[config.mk]
export PLATFORM = sky130hd
export DESIGN_NAME = huffman_tree_six_bit_unpacker
export DESIGN_NICKNAME = d
export VERILOG_FILES = /design/src/sv/htu_pkg.sv /design/src/sv/htu_ram.sv /design/src/sv/htu_ctrl.sv /design/src/sv/htu_dp.sv /design/src/sv/huffman_tree_six_bit_unpacker.sv
export VERILOG_INCLUDE_DIRS = /design/src /design/src/sv
export SDC_FILE = /design/constraint.sdc
export NUM_CORES = 2
export LEC_CHECK = 0
export BUFFER_PORTS_ARGS = -buffer_cell sky130_fd_sc_hd__buf_2
export CORE_ASPECT_RATIO = 1.4
export CORE_UTILIZATION = 50
export DETAILED_ROUTE_END_ITERATION = 8
export PLACE_DENSITY = 0.65
export SETUP_SLACK_MARGIN = 0.15
export SYNTH_ARGS = -nofsm -noshare
export SYNTH_HDL_FRONTEND = slang
export SYNTH_SLANG_ARGS = --single-unit
[constraint.sdc]
create_clock -name clk -period 4.91 [get_ports clk]
set_input_delay 0.982 -clock clk [delete_from_list [all_inputs] [get_ports clk]]
set_output_delay 0.982 -clock clk [all_outputs]
set_load 0.02 [all_outputs]
[src/sv/huffman_tree_six_bit_unpacker_assert.svh]
// Assertion macros shared by the unpacker modules.
// Each macro expects signals named clk and arst_n in the including module.
`ifndef HUFFMAN_TREE_SIX_BIT_UNPACKER_ASSERT_SVH
`define HUFFMAN_TREE_SIX_BIT_UNPACKER_ASSERT_SVH

// Same-cycle implication, disabled during reset
`define HTU_ASSERT(label, ante, cons) \
	label: assert property (@(posedge clk) disable iff (!arst_n) (ante) |-> (cons)) \
		else $error("unpacker check failed");

// Next-cycle implication, disabled during reset
`define HTU_ASSERT_NEXT(label, ante, cons) \
	label: assert property (@(posedge clk) disable iff (!arst_n) (ante) |=> (cons)) \
		else $error("unpacker check failed");

`endif

[src/sv/htu_pkg.sv]
// Shared types and constants of the six-bit Huffman unpacker.
// Used by the controller, the datapath and the top level.
`timescale 1ns / 1ps

package htu_pkg;

	// Input transfer payload
	typedef struct packed {
		logic [7:0] data_byte;
		logic       end_of_file;
	} item_t;

	// Output transfer payload
	typedef struct packed {
		logic [7:0] out_byte;
		logic       run_last;
	} result_t;

	localparam logic [7:0] LEAF_FLAG = 8'h80;
	localparam logic [6:0] SYM_MASK  = 7'h7f;
	localparam logic [1:0] PAIR_MASK = 2'h3;

	// Controller to datapath commands
	typedef struct packed {
		logic take_hdr;
		logic take_tree;
		logic start_walk;
		logic step;
		logic clear;
		logic pop;
	} cmd_t;

	// Datapath to controller status
	typedef struct packed {
		logic in_hdr;
		logic in_tree;
		logic last_bit;
		logic eof_pend;
		logic groups_nz;
		logic emit_last;
	} sts_t;

endpackage

[src/sv/htu_ram.sv]
// Generic single-write, single-read RAM with a registered read port.
// No dependencies.
`timescale 1ns / 1ps

module htu_ram #(
	parameter int WIDTH = 8,
	parameter int DEPTH = 256
) (
	input  logic                     clk,
	input  logic                     we,
	input  logic [$clog2(DEPTH)-1:0] waddr,
	input  logic [WIDTH-1:0]         wdata,
	input  logic [$clog2(DEPTH)-1:0] raddr,
	output logic [WIDTH-1:0]         rdata
);

	logic [WIDTH-1:0] mem_q [DEPTH];
	logic [WIDTH-1:0] rdata_q;

	// Write and registered read
	always_ff @(posedge clk) begin
		if (we) begin
			mem_q[waddr] <= wdata;
		end
		rdata_q <= mem_q[raddr];
	end

	assign rdata = rdata_q;

endmodule

[src/sv/htu_ctrl.sv]
// Controller state machine of the unpacker: sequences load, walk and emit.
// Depends on htu_pkg and the assertion macro header.
`timescale 1ns / 1ps
`include "huffman_tree_six_bit_unpacker_assert.svh"

module htu_ctrl (
	input  logic          clk,
	input  logic          arst_n,
	input  logic          item_valid,
	input  logic          item_eof,
	output logic          item_stall,
	output logic          result_valid,
	input  logic          result_stall,
	input  htu_pkg::sts_t sts,
	output htu_pkg::cmd_t cmd
);
	import htu_pkg::*;

	typedef enum logic [2:0] {
		ST_IDLE = 3'b001,
		ST_WALK = 3'b010,
		ST_EMIT = 3'b100
	} state_t;

	state_t state_q;
	state_t state_d;

	// Decode commands and next state
	always_comb begin
		cmd     = '0;
		state_d = state_q;
		unique case (state_q)
			ST_IDLE: begin
				if (item_valid) begin
					if (sts.in_hdr) begin
						cmd.take_hdr = 1'b1;
						cmd.clear    = item_eof;
					end else if (sts.in_tree) begin
						cmd.take_tree = 1'b1;
						cmd.clear     = item_eof;
					end else begin
						cmd.start_walk = 1'b1;
						state_d        = ST_WALK;
					end
				end
			end
			ST_WALK: begin
				cmd.step = 1'b1;
				if (sts.last_bit) begin
					cmd.clear = sts.eof_pend;
					state_d   = sts.groups_nz ? ST_EMIT : ST_IDLE;
				end
			end
			ST_EMIT: begin
				cmd.pop = !result_stall;
				if (!result_stall && sts.emit_last) begin
					state_d = ST_IDLE;
				end
			end
			default: begin
				state_d = ST_IDLE;
			end
		endcase
	end

	// State register
	always_ff @(posedge clk or negedge arst_n) begin
		if (!arst_n) begin
			state_q <= ST_IDLE;
		end else begin
			state_q <= state_d;
		end
	end

	assign item_stall   = (state_q != ST_IDLE);
	assign result_valid = (state_q == ST_EMIT);

	`HTU_ASSERT_NEXT(a_walk_ends, state_q == ST_WALK && sts.last_bit, state_q != ST_WALK)
	`HTU_ASSERT(a_take_idle, cmd.take_hdr || cmd.take_tree || cmd.start_walk, !item_stall)

endmodule

[src/sv/htu_dp.sv]
// Datapath of the unpacker: header and tree load, bit walk, group packing
// and output buffer. Depends on htu_pkg, htu_ram and the assertion header.
`timescale 1ns / 1ps
`include "huffman_tree_six_bit_unpacker_assert.svh"

module htu_dp #(
	parameter int TREE_BYTES = 256
) (
	input  logic             clk,
	input  logic             arst_n,
	input  htu_pkg::item_t   item,
	input  htu_pkg::cmd_t    cmd,
	output htu_pkg::sts_t    sts,
	output htu_pkg::result_t result
);
	import htu_pkg::*;

	localparam int AW = $clog2(TREE_BYTES);
	localparam logic [8:0] TABLE_END = 9'(TREE_BYTES);

	logic [8:0]    pos_q;
	logic [7:0]    tlen_q;
	logic [6:0]    node_q;
	logic [1:0]    gcnt_q;
	logic [7:0]    grp_q [3];
	logic [7:0]    data_q;
	logic [2:0]    bit_q;
	logic          eof_q;
	logic          rd_ok_q;
	logic [7:0]    buf_q [2][3];
	logic [1:0]    ngrp_q;
	logic          slot_q;
	logic [1:0]    k_q;

	logic [8:0]    load_end;
	logic [8:0]    widx;
	logic          wr_en;
	logic [7:0]    rdata;
	logic [7:0]    br;
	logic          is_leaf;
	logic [6:0]    sym;
	logic [6:0]    node_nx;
	logic          emit_grp;
	logic [2:0]    bit_nx;
	logic [7:0]    raddr_full;
	logic          rd_ok;
	logic [7:0]    g0;
	logic [7:0]    g1;
	logic [7:0]    g2;
	logic [1:0]    ngrp_nx;

	// Phase of the file and tree write address
	assign load_end = {1'b0, tlen_q} + 9'd2;
	assign widx     = pos_q - 9'd1;
	assign wr_en    = cmd.take_tree && (widx < TABLE_END);

	// Branch taken for the current bit; out-of-table reads give the root
	assign br       = rd_ok_q ? rdata : 8'h00;
	assign is_leaf  = (br & LEAF_FLAG) != 8'h00;
	assign sym      = br[6:0] & SYM_MASK;
	assign node_nx  = is_leaf ? 7'd0 : br[6:0];
	assign emit_grp = is_leaf && (gcnt_q == 2'd3);

	// Spread the fourth symbol's pairs into the held bytes
	assign g0 = grp_q[0] | {(sym[5:4] & PAIR_MASK), 6'b0};
	assign g1 = grp_q[1] | {(sym[3:2] & PAIR_MASK), 6'b0};
	assign g2 = grp_q[2] | {(sym[1:0] & PAIR_MASK), 6'b0};

	assign ngrp_nx = (cmd.step && emit_grp) ? ngrp_q + 2'd1 : ngrp_q;

	// Next read: first bit from the input byte, later bits from the latched byte at the branch just read
	assign bit_nx     = bit_q - 3'd1;
	assign raddr_full = cmd.start_walk ? {node_q, ~item.data_byte[7]}
	                                   : {node_nx, ~data_q[bit_nx]};
	assign rd_ok      = ({1'b0, raddr_full} < load_end) && ({1'b0, raddr_full} < TABLE_END);

	htu_ram #(
		.WIDTH(8),
		.DEPTH(TREE_BYTES)
	) u_tree (
		.clk   (clk),
		.we    (wr_en),
		.waddr (widx[AW-1:0]),
		.wdata (item.data_byte),
		.raddr (raddr_full[AW-1:0]),
		.rdata (rdata)
	);

	// File position, tree size and walk state
	always_ff @(posedge clk or negedge arst_n) begin
		if (!arst_n) begin
			pos_q  <= '0;
			tlen_q <= '0;
			node_q <= '0;
			gcnt_q <= '0;
		end else if (cmd.clear) begin
			pos_q  <= '0;
			tlen_q <= '0;
			node_q <= '0;
			gcnt_q <= '0;
		end else if (cmd.take_hdr) begin
			tlen_q <= item.data_byte;
			pos_q  <= 9'd1;
		end else if (cmd.take_tree) begin
			pos_q <= pos_q + 9'd1;
		end else if (cmd.step) begin
			node_q <= node_nx;
			if (is_leaf) begin
				gcnt_q <= emit_grp ? 2'd0 : gcnt_q + 2'd1;
			end
		end
	end

	// Hold the first three symbols of a group
	always_ff @(posedge clk or negedge arst_n) begin
		if (!arst_n) begin
			grp_q <= '{default: 8'h00};
		end else if (cmd.clear) begin
			grp_q <= '{default: 8'h00};
		end else if (cmd.step && is_leaf && !emit_grp) begin
			grp_q[gcnt_q] <= {1'b0, sym};
		end
	end

	// Latch the coded byte and advance the bit pointer
	always_ff @(posedge clk or negedge arst_n) begin
		if (!arst_n) begin
			bit_q   <= '0;
			eof_q   <= 1'b0;
			rd_ok_q <= 1'b0;
		end else begin
			rd_ok_q <= rd_ok;
			if (cmd.start_walk) begin
				bit_q <= 3'd7;
				eof_q <= item.end_of_file;
			end else if (cmd.step) begin
				bit_q <= bit_nx;
			end
		end
	end

	always_ff @(posedge clk) begin
		if (cmd.start_walk) begin
			data_q <= item.data_byte;
		end
	end

	// Collect finished groups and drain them one byte per transfer
	always_ff @(posedge clk or negedge arst_n) begin
		if (!arst_n) begin
			ngrp_q <= '0;
			slot_q <= 1'b0;
			k_q    <= '0;
		end else if (cmd.start_walk) begin
			ngrp_q <= '0;
			slot_q <= 1'b0;
			k_q    <= '0;
		end else begin
			ngrp_q <= ngrp_nx;
			if (cmd.pop) begin
				if (k_q == 2'd2) begin
					k_q    <= '0;
					slot_q <= slot_q + 1'b1;
				end else begin
					k_q <= k_q + 2'd1;
				end
			end
		end
	end

	always_ff @(posedge clk) begin
		if (cmd.step && emit_grp) begin
			buf_q[ngrp_q[0]][0] <= g0;
			buf_q[ngrp_q[0]][1] <= g1;
			buf_q[ngrp_q[0]][2] <= g2;
		end
	end

	assign sts.in_hdr    = (pos_q == 9'd0);
	assign sts.in_tree   = (pos_q != 9'd0) && (pos_q <= load_end);
	assign sts.last_bit  = (bit_q == 3'd0);
	assign sts.eof_pend  = eof_q;
	assign sts.groups_nz = (ngrp_nx != 2'd0);
	assign sts.emit_last = (k_q == 2'd2) && (({1'b0, slot_q} + 2'd1) == ngrp_q);

	assign result.out_byte = buf_q[slot_q][k_q];
	assign result.run_last = sts.emit_last;

	`HTU_ASSERT(a_grp_bound, 1'b1, ngrp_q != 2'd3)
	`HTU_ASSERT_NEXT(a_walk_start, cmd.start_walk, bit_q == 3'd7 && ngrp_q == 2'd0)

endmodule

[src/sv/huffman_tree_six_bit_unpacker.sv]
// Six-bit Huffman unpacker, top level.
// Input channel item_valid/item_stall/item carries one file byte per transfer
// with an end-of-file flag. Output channel result_valid/result_stall/result
// carries one unpacked byte per transfer; run_last marks the last byte for an
// input byte. Header and tree bytes are taken back to back. A coded byte is
// accepted and then walked bit by bit, each step set by the dependent read
// of the node-table RAM (registered read, one lookup per cycle). Its results
// (none, three or six bytes) follow one per cycle while result_stall is low;
// item_stall stays high until the last is transferred. A stalled result holds
// its byte and flag. The final byte of a file returns the walk to the start of
// a new file; a partial group is dropped, the node table keeps its contents.
// Reset clears all control state; the node table needs no clearing, as only
// entries loaded for the current file are read.
// Depends on htu_pkg, htu_ctrl and htu_dp.
`timescale 1ns / 1ps

module huffman_tree_six_bit_unpacker #(
	parameter int TREE_BYTES = 256
) (
	input  logic             clk,
	input  logic             arst_n,
	input  logic             item_valid,
	output logic             item_stall,
	input  htu_pkg::item_t   item,
	output logic             result_valid,
	input  logic             result_stall,
	output htu_pkg::result_t result
);
	import htu_pkg::*;

	cmd_t cmd;
	sts_t sts;

	htu_ctrl u_ctrl (
		.clk          (clk),
		.arst_n       (arst_n),
		.item_valid   (item_valid),
		.item_eof     (item.end_of_file),
		.item_stall   (item_stall),
		.result_valid (result_valid),
		.result_stall (result_stall),
		.sts          (sts),
		.cmd          (cmd)
	);

	htu_dp #(
		.TREE_BYTES(TREE_BYTES)
	) u_dp (
		.clk    (clk),
		.arst_n (arst_n),
		.item   (item),
		.cmd    (cmd),
		.sts    (sts),
		.result (result)
	);

endmodule
* Yosys cells after proc, flatten, opt, wreduce, memory -nomap -nowiden *
Memories as Yosys holds them, arrays and structs flattened. A register that Yosys moved wholly into a read port is not among the register bits.
Cells that the tools add are included.

word-level totals
  memory bits (writable) = 2,096
  memories = 2
  input bits = 13
  output and inout bits = 11
  flip-flop bits (word level) = 71
  word-level logic and storage cells = 143

cells by class
  reductions and logical operators = 27
  $lt $le $gt $ge = 7
  add/sub/neg operators = 9
  eq/ne operators = 14
  bitwise logic cells = 7
  muxes and demuxes = 62

memory list
  name               depth  bits a word  rd ports  clocked after Yosys merged registers in  wr ports  line           source
  u_dp.u_tree.mem_q  256    8            1         1                                        1         htu_ram.sv:17  logic [WIDTH-1:0] mem_q [DEPTH];
  u_dp.buf_q         2      24           1         0                                        1         htu_dp.sv:30   logic [7:0] buf_q [2][3];

operators with widths
  operator                                                             count
  8-bit two-way mux                                                    7
  24-bit two-way mux                                                   2
  7-bit two-way mux                                                    5
  3-bit two-way mux                                                    10
  9-bit two-way mux                                                    3
  24-bit bitwise mux                                                   1
  2-bit two-way mux                                                    12
  8-bit OR                                                             3
  1-bit two-way mux                                                    17
  8-bit binary-select mux with 2-bit select                            1
  8-bit demux with 2-bit select                                        1
  2-bit nonzero test                                                   8
  2-bit inequality test (second input constant)                        6
  8-bit by 2-bit adder with 9-bit output (second input constant)       1
  9-bit by 1-bit adder with 9-bit output (second input constant)       1
  9-bit <= comparator                                                  1
  1-bit logical AND                                                    9
  9-bit logical NOT                                                    1
  8-bit by 9-bit less-than comparator with 1-bit output                1
  9-bit less-than comparator (second input constant)                   1
  3-bit case mux with 3 select lines                                   1
  9-bit nonzero test                                                   1
  9-bit by 1-bit subtractor with 9-bit output (second input constant)  1
  2-bit by 1-bit adder with 2-bit output (second input constant)       3
  24 further kinds                                                     29

* Depth between registers and ports, before layout *
  word-level depth = 10
  gate-level depth with buffers = 24
  gate-level depth less buffers = 19

* By module *
A second synthesis with hierarchy kept.

unflattened totals
  cell total of the unflattened synthesis = 4,251
  area, all modules = 85,378.1 um^2

by module, submodules not included
  module    area each (um^2)  sequential area each (um^2)  cells each  instances
  htu_ram   79,556.3          61,659.1                     3,733       1
  htu_dp    5,589.1           3,108.0                      492         1
  htu_ctrl  232.7             76.3                         26          1

* Worst setup path before layout *
OpenSTA, ideal clock, no wires.

  path kind = register to register
  start point = register u_dp.tlen_q[1]
  end point = register u_dp.rd_ok_q
  buffers on the path = 5
  stages on the path, launching flop included = 25
  required time = 4,778 ps
  period minus slack after synthesis = 4,494 ps
  data arrival time = 4,362 ps
  setup slack = 416 ps
  library setup time = 132 ps
  cell sequence = dfrtp_1 -> ha_1 -> nand3_1 -> xor2_1 -> ha_1 -> nand3b_1 -> a211o_1 -> nand2_1 -> nand4_1 -> and3_1 -> buf_4 -> nand2_2 -> mux2i_2 -> inv_2 -> buf_2 -> buf_2 -> buf_2 -> buf_1 -> ha_1 -> a21boi_0 -> o21a_1 -> o21a_1 -> o21ai_0 -> a221oi_1 -> o21ai_0

between the ends
  longest elaborated chain between the ends = 9

ends and longest elaborated chain
  element                                                    line            source
  from (decl)                                                htu_dp.sv:22    logic [7:0] tlen_q;
  from (signal assigned)                                     htu_dp.sv:102   tlen_q <= item.data_byte;
  8-bit by 2-bit adder with 9-bit output (*)                 htu_dp.sv:53    assign load_end = {1'b0, tlen_q} + 9'd2;
  9-bit <= comparator                                        htu_dp.sv:180   assign sts.in_tree = (pos_q != 9'd0) && (pos_q <= load_end);
  1-bit logical AND                                          htu_dp.sv:180
  1-bit two-way mux                                          htu_ctrl.sv:38  end else if (sts.in_tree) begin
  2-bit two-way mux                                          htu_ctrl.sv:35  if (sts.in_hdr) begin
  3-bit two-way mux                                          htu_ctrl.sv:34  if (item_valid) begin
  3-bit two-way mux                                          htu_ctrl.sv:32  unique case (state_q)
  8-bit two-way mux                                          htu_dp.sv:73    assign raddr_full = cmd.start_walk ? {node_q, ~item.data_byte[7]}
  8-bit by 9-bit less-than comparator with 1-bit output (*)  htu_dp.sv:75    assign rd_ok = ({1'b0, raddr_full} < load_end) && ({1'b0, raddr_full} < TABLE_END);
  via u_dp.rd_ok                                             htu_dp.sv:46    logic rd_ok;
  to (signal assigned)                                       htu_dp.sv:132   rd_ok_q <= rd_ok;
  to (decl)                                                  htu_dp.sv:29    logic rd_ok_q;

Mark *: on every way through the listed nets, which the timed path passes. The rest lies on a longest branch.
A chain may end at the register's enable or synchronous reset.

* Final worst setup path *
  start point = register u_dp.tlen_q[1]
  end point = register u_dp.u_tree.rdata_q[5] (netlist: u_dp.u_tree.rdata[5]) (read register of u_dp.u_tree.mem_q)

between the ends
  longest elaborated chain between the ends = 8

ends and longest elaborated chain
  element                                 line            source
  8-bit by 2-bit adder with 9-bit output  htu_dp.sv:53
  9-bit <= comparator                     htu_dp.sv:180
  1-bit logical AND                       htu_dp.sv:180
  1-bit two-way mux                       htu_ctrl.sv:38
  2-bit two-way mux                       htu_ctrl.sv:35
  3-bit two-way mux                       htu_ctrl.sv:34
  3-bit two-way mux                       htu_ctrl.sv:32
  8-bit two-way mux                       htu_dp.sv:73
  to (decl)                               htu_ram.sv:18   logic [WIDTH-1:0] rdata_q;

No other way between the ends.

==> qor.txt <==
unrepaired setup endpoints after global routing - yes
library cell with the highest instance count after synthesis - sky130_fd_sc_hd__edfxtp_1
All-Layer GR Usage - 32.31%
Setup-failing EPs final - 0
number of H-tree levels - 4
synthesized area per cell - 14.90 um^2
number of global-route vias before repair - 57380
area of placed instances - 0.09660 mm^2
PD cells - 563.8 mW/mm^2
horizontal extent of the die - 355.7 um
actual transition at the worst max-transition pin - 1120 ps
Mapped Area - 0.08757 mm^2
final RePlAce weighted congestion - 0.9867
cell type contributing the most total cell area after synthesis - sky130_fd_sc_hd__edfxtp_1
category of the worst setup path capture point - flop
highest-utilization routing layer at the global route stage - met2
number of library cell types mapped by synthesis - 89
proportion of layout cells with a drive suffix above 1 - 23.81%
clock tree from TritonCTS - yes
clock insertion delay at the later pin of the skew report - 860 ps
area share of the largest cell type after synthesis - 72.15%
number of DRC markers in iteration 0 - 7820
minimum period implied by the final worst setup slack - 4867 ps
Worst Skew - 31.83 ps
Max-slew headroom - 25.15%
final cell area excluding filler cells - 0.1064 mm^2
Area growth syn-to-layout - 21.50%
average wire length per cell after detail routing - 31.93 um
result of the run - finished with violations
antenna-violating nets left - 0
final non-filler cell total - 9123
Post-synth top flop - sky130_fd_sc_hd__edfxtp_1
initial cell density of the core - 50.35%
worst vdd rail ir drop - 0.0004223 V
met3 Track Usage GR - 6.324%
final-layout setup total negative slack - 0 ps
master cell of the clock root buffer - sky130_fd_sc_hd__clkbuf_16
Final #Nets - 6710
hold slack - 234.9 ps
share of async-settable or async-resettable flops after synthesis - 2.762%
clock-pin slew on the worst setup and hold paths - 70 ps
total congestion overflow after global routing - 0
highest clock frequency the design can meet - 205.5 MHz
detailed placer's ending HPWL - 181200 um
quantity of I/O buffers inserted on ports - 23
ratio of final minimum period to clock period - 99.13%
hold violation count in the final report - 0
violated checks - DRC
Core Box Area - 0.1739 mm^2
number of max-capacitance violations reported - 0
area of the die - 0.1768 mm^2
Required @ worst endpoint - 5710 ps
clock sink count - 2172
number of buffers on the longest clock path - 3
met2 global-route usage - 52.07%
main area contributors after synthesis - sky130_fd_sc_hd__edfxtp_1 (72%), sky130_fd_sc_hd__mux2i_1 (4.0%), sky130_fd_sc_hd__nand2_1 (3.0%), sky130_fd_sc_hd__a21oi_1 (1.7%), sky130_fd_sc_hd__dfrtp_1 (1.7%)
top cells by count, synth - sky130_fd_sc_hd__edfxtp_1 (2104), sky130_fd_sc_hd__nand2_1 (704), sky130_fd_sc_hd__nor2_1 (391)
routed vias - 58950
maximum fanout along the worst path - 35
met1 global-route usage - 39.10%
Tightest Hold Check Type - input pin to async pin
Chip Height - 497.2 um
first-pass iteration count of the detailed router - 9
number of hold buffers added after CTS - 0
flop and latch count out of synthesis - 2172
arrival time of the worst setup path - 5670 ps
# rows - 181
CP startpoint kind - flop
initial antenna violation count - 12
wire length of the first global-routing pass - 407600 um
power consumption - 59.99 mW
Via density - 6.462
WL final - 291300 um
synthesized net count - 5918
kind of critical path - flop to flop
leakage power total - 36.82 nW
largest net degree at the start of global routing - 121
number of buffers created by CTS - 190
DRC - 8
number of flops mapped to enable cells by yosys - 2104
ports placed on the boundary - 24
Synth Instances - 5878
sequential element share of the synthesized area - 74.05%
Synth warnings - 0
number of placed cells counting well taps - 8618
Slew Viols, Final - 0
==> state kept, by name, indices dropped and copies added (netlist names), 7 cells and up <==
signal	cells
u_dp.u_tree.mem_q	2048
u_dp.buf_q	48
u_dp.grp_q	21
u_dp.pos_q	9
u_dp.data_q	8
u_dp.tlen_q	8
u_dp.u_tree.rdata	8
u_dp.node_q	7
==> worst max-delay path, stage by stage (launching register included) <==
cell,delay (ps)
sky130_fd_sc_hd__dfrtp_1,380
sky130_fd_sc_hd__ha_2,200
sky130_fd_sc_hd__nand3_2,80
sky130_fd_sc_hd__xor2_2,180
sky130_fd_sc_hd__ha_4,290
sky130_fd_sc_hd__nand3b_1,70
sky130_fd_sc_hd__a211o_1,320
sky130_fd_sc_hd__nand2_2,80
sky130_fd_sc_hd__o21ai_2,60
sky130_fd_sc_hd__buf_6,120
sky130_fd_sc_hd__a21oi_4,200
sky130_fd_sc_hd__buf_6,140
sky130_fd_sc_hd__buf_4,130
sky130_fd_sc_hd__nand3_4,190
sky130_fd_sc_hd__nand2_8,250
sky130_fd_sc_hd__buf_4,230
sky130_fd_sc_hd__buf_4,140
sky130_fd_sc_hd__buf_12,180
sky130_fd_sc_hd__a211oi_1,100
sky130_fd_sc_hd__a31o_2,250
sky130_fd_sc_hd__a221oi_1,370
sky130_fd_sc_hd__a21oi_1,140
sky130_fd_sc_hd__buf_4,160
sky130_fd_sc_hd__a22oi_2,280
sky130_fd_sc_hd__mux2_2,220
==> through the flow <==
stage                     utilization (%)  worst slack [ps]
after floorplan                         -             416.0
after global placement              55.53            -583.0
after detailed placement            55.54            -438.4
after CTS                           60.27             53.65
after global routing                61.17            -43.55
final                               61.17             42.91
==> final cells by class <==
| type | count | area, um^2 |
|---|---|---|
| tap | 2287 | 2861 |
| timing repair buffer | 1019 | 10030 |
| clock inverter | 119 | 1149 |
| multi-input combinational | 3263 | 22330 |
| fill | 12720 | 67530 |
| sequential | 2172 | 64840 |
| inverter | 24 | 115.1 |
| clock buffer | 233 | 5061 |
| antenna | 6 | 15.01 |
==> power by group <==
part,internal [mW],switching [mW]
Combinational,9.34,14.8
Clock,8.31,6.80
Sequential,20.6,0.217
==> layout by cell type, fill, tap and decap left out, drive strengths merged, types with 82 or more instances in the layout <==
master	n
o21ai	192
and3	96
nor2	393
clkbuf	242
buf	997
a221oi	94
nand2	706
nand3	182
a21oi	303
clkinv	86
edfxtp	2104
mux2i	351
a211oi	99
o22ai	82
==> what timing repair did <==
item / in CTS / in global routing
resized for setup: 184 / 181
buffers inserted: 58 / 69
pin swaps: 39 / 75
setup endpoints to repair: 8 / 42
gates cloned: 17 / 3
==> logic make-up (layout without fill, tap and decap cells) <==
logic type                 after synthesis  after routing  synth area share (%)
and+or+nand+nor                       1563           1564                 7.771
buffers and inverters                  444           1395                 2.296
DFF                                   2172           2172                 74.05
adders and majority gates               27             27                0.3858
muxes                                  444            444                 5.855
AOI/OAI and AO/OA                     1205           1205                 9.401
xor gates and xnor gates                23             23                0.2457
other                                    0              6                     0
==> per-layer routing <==
metal | vias to the layer above | share of wire, %
met5 | - | 0.013
met4 | 6 | 8.5
met3 | 943 | 10
met2 | 3866 | 47
met1 | 29580 | 34
li1 | 24560 | -
==> final timing paths <==
path                                     start                   end  slack (ps)  cells after the start
worst max-delay path            u_dp.tlen_q[1]  u_dp.u_tree.rdata[5]          40                     24
worst min-delay path                    arst_n         u_dp.grp_q[5]         230                      1
worst max register to register  u_dp.tlen_q[1]  u_dp.u_tree.rdata[5]          40                     24
worst min register to register  u_dp.grp_q[19]     u_dp.buf_q[1][19]         470                      0
max in group asynchronous               arst_n     u_ctrl.state_q[0]        3710                      2
min in group clk                       item[0]            u_dp.eof_q         350                      3
Note: power is estimated with default switching activity, not from simulation.
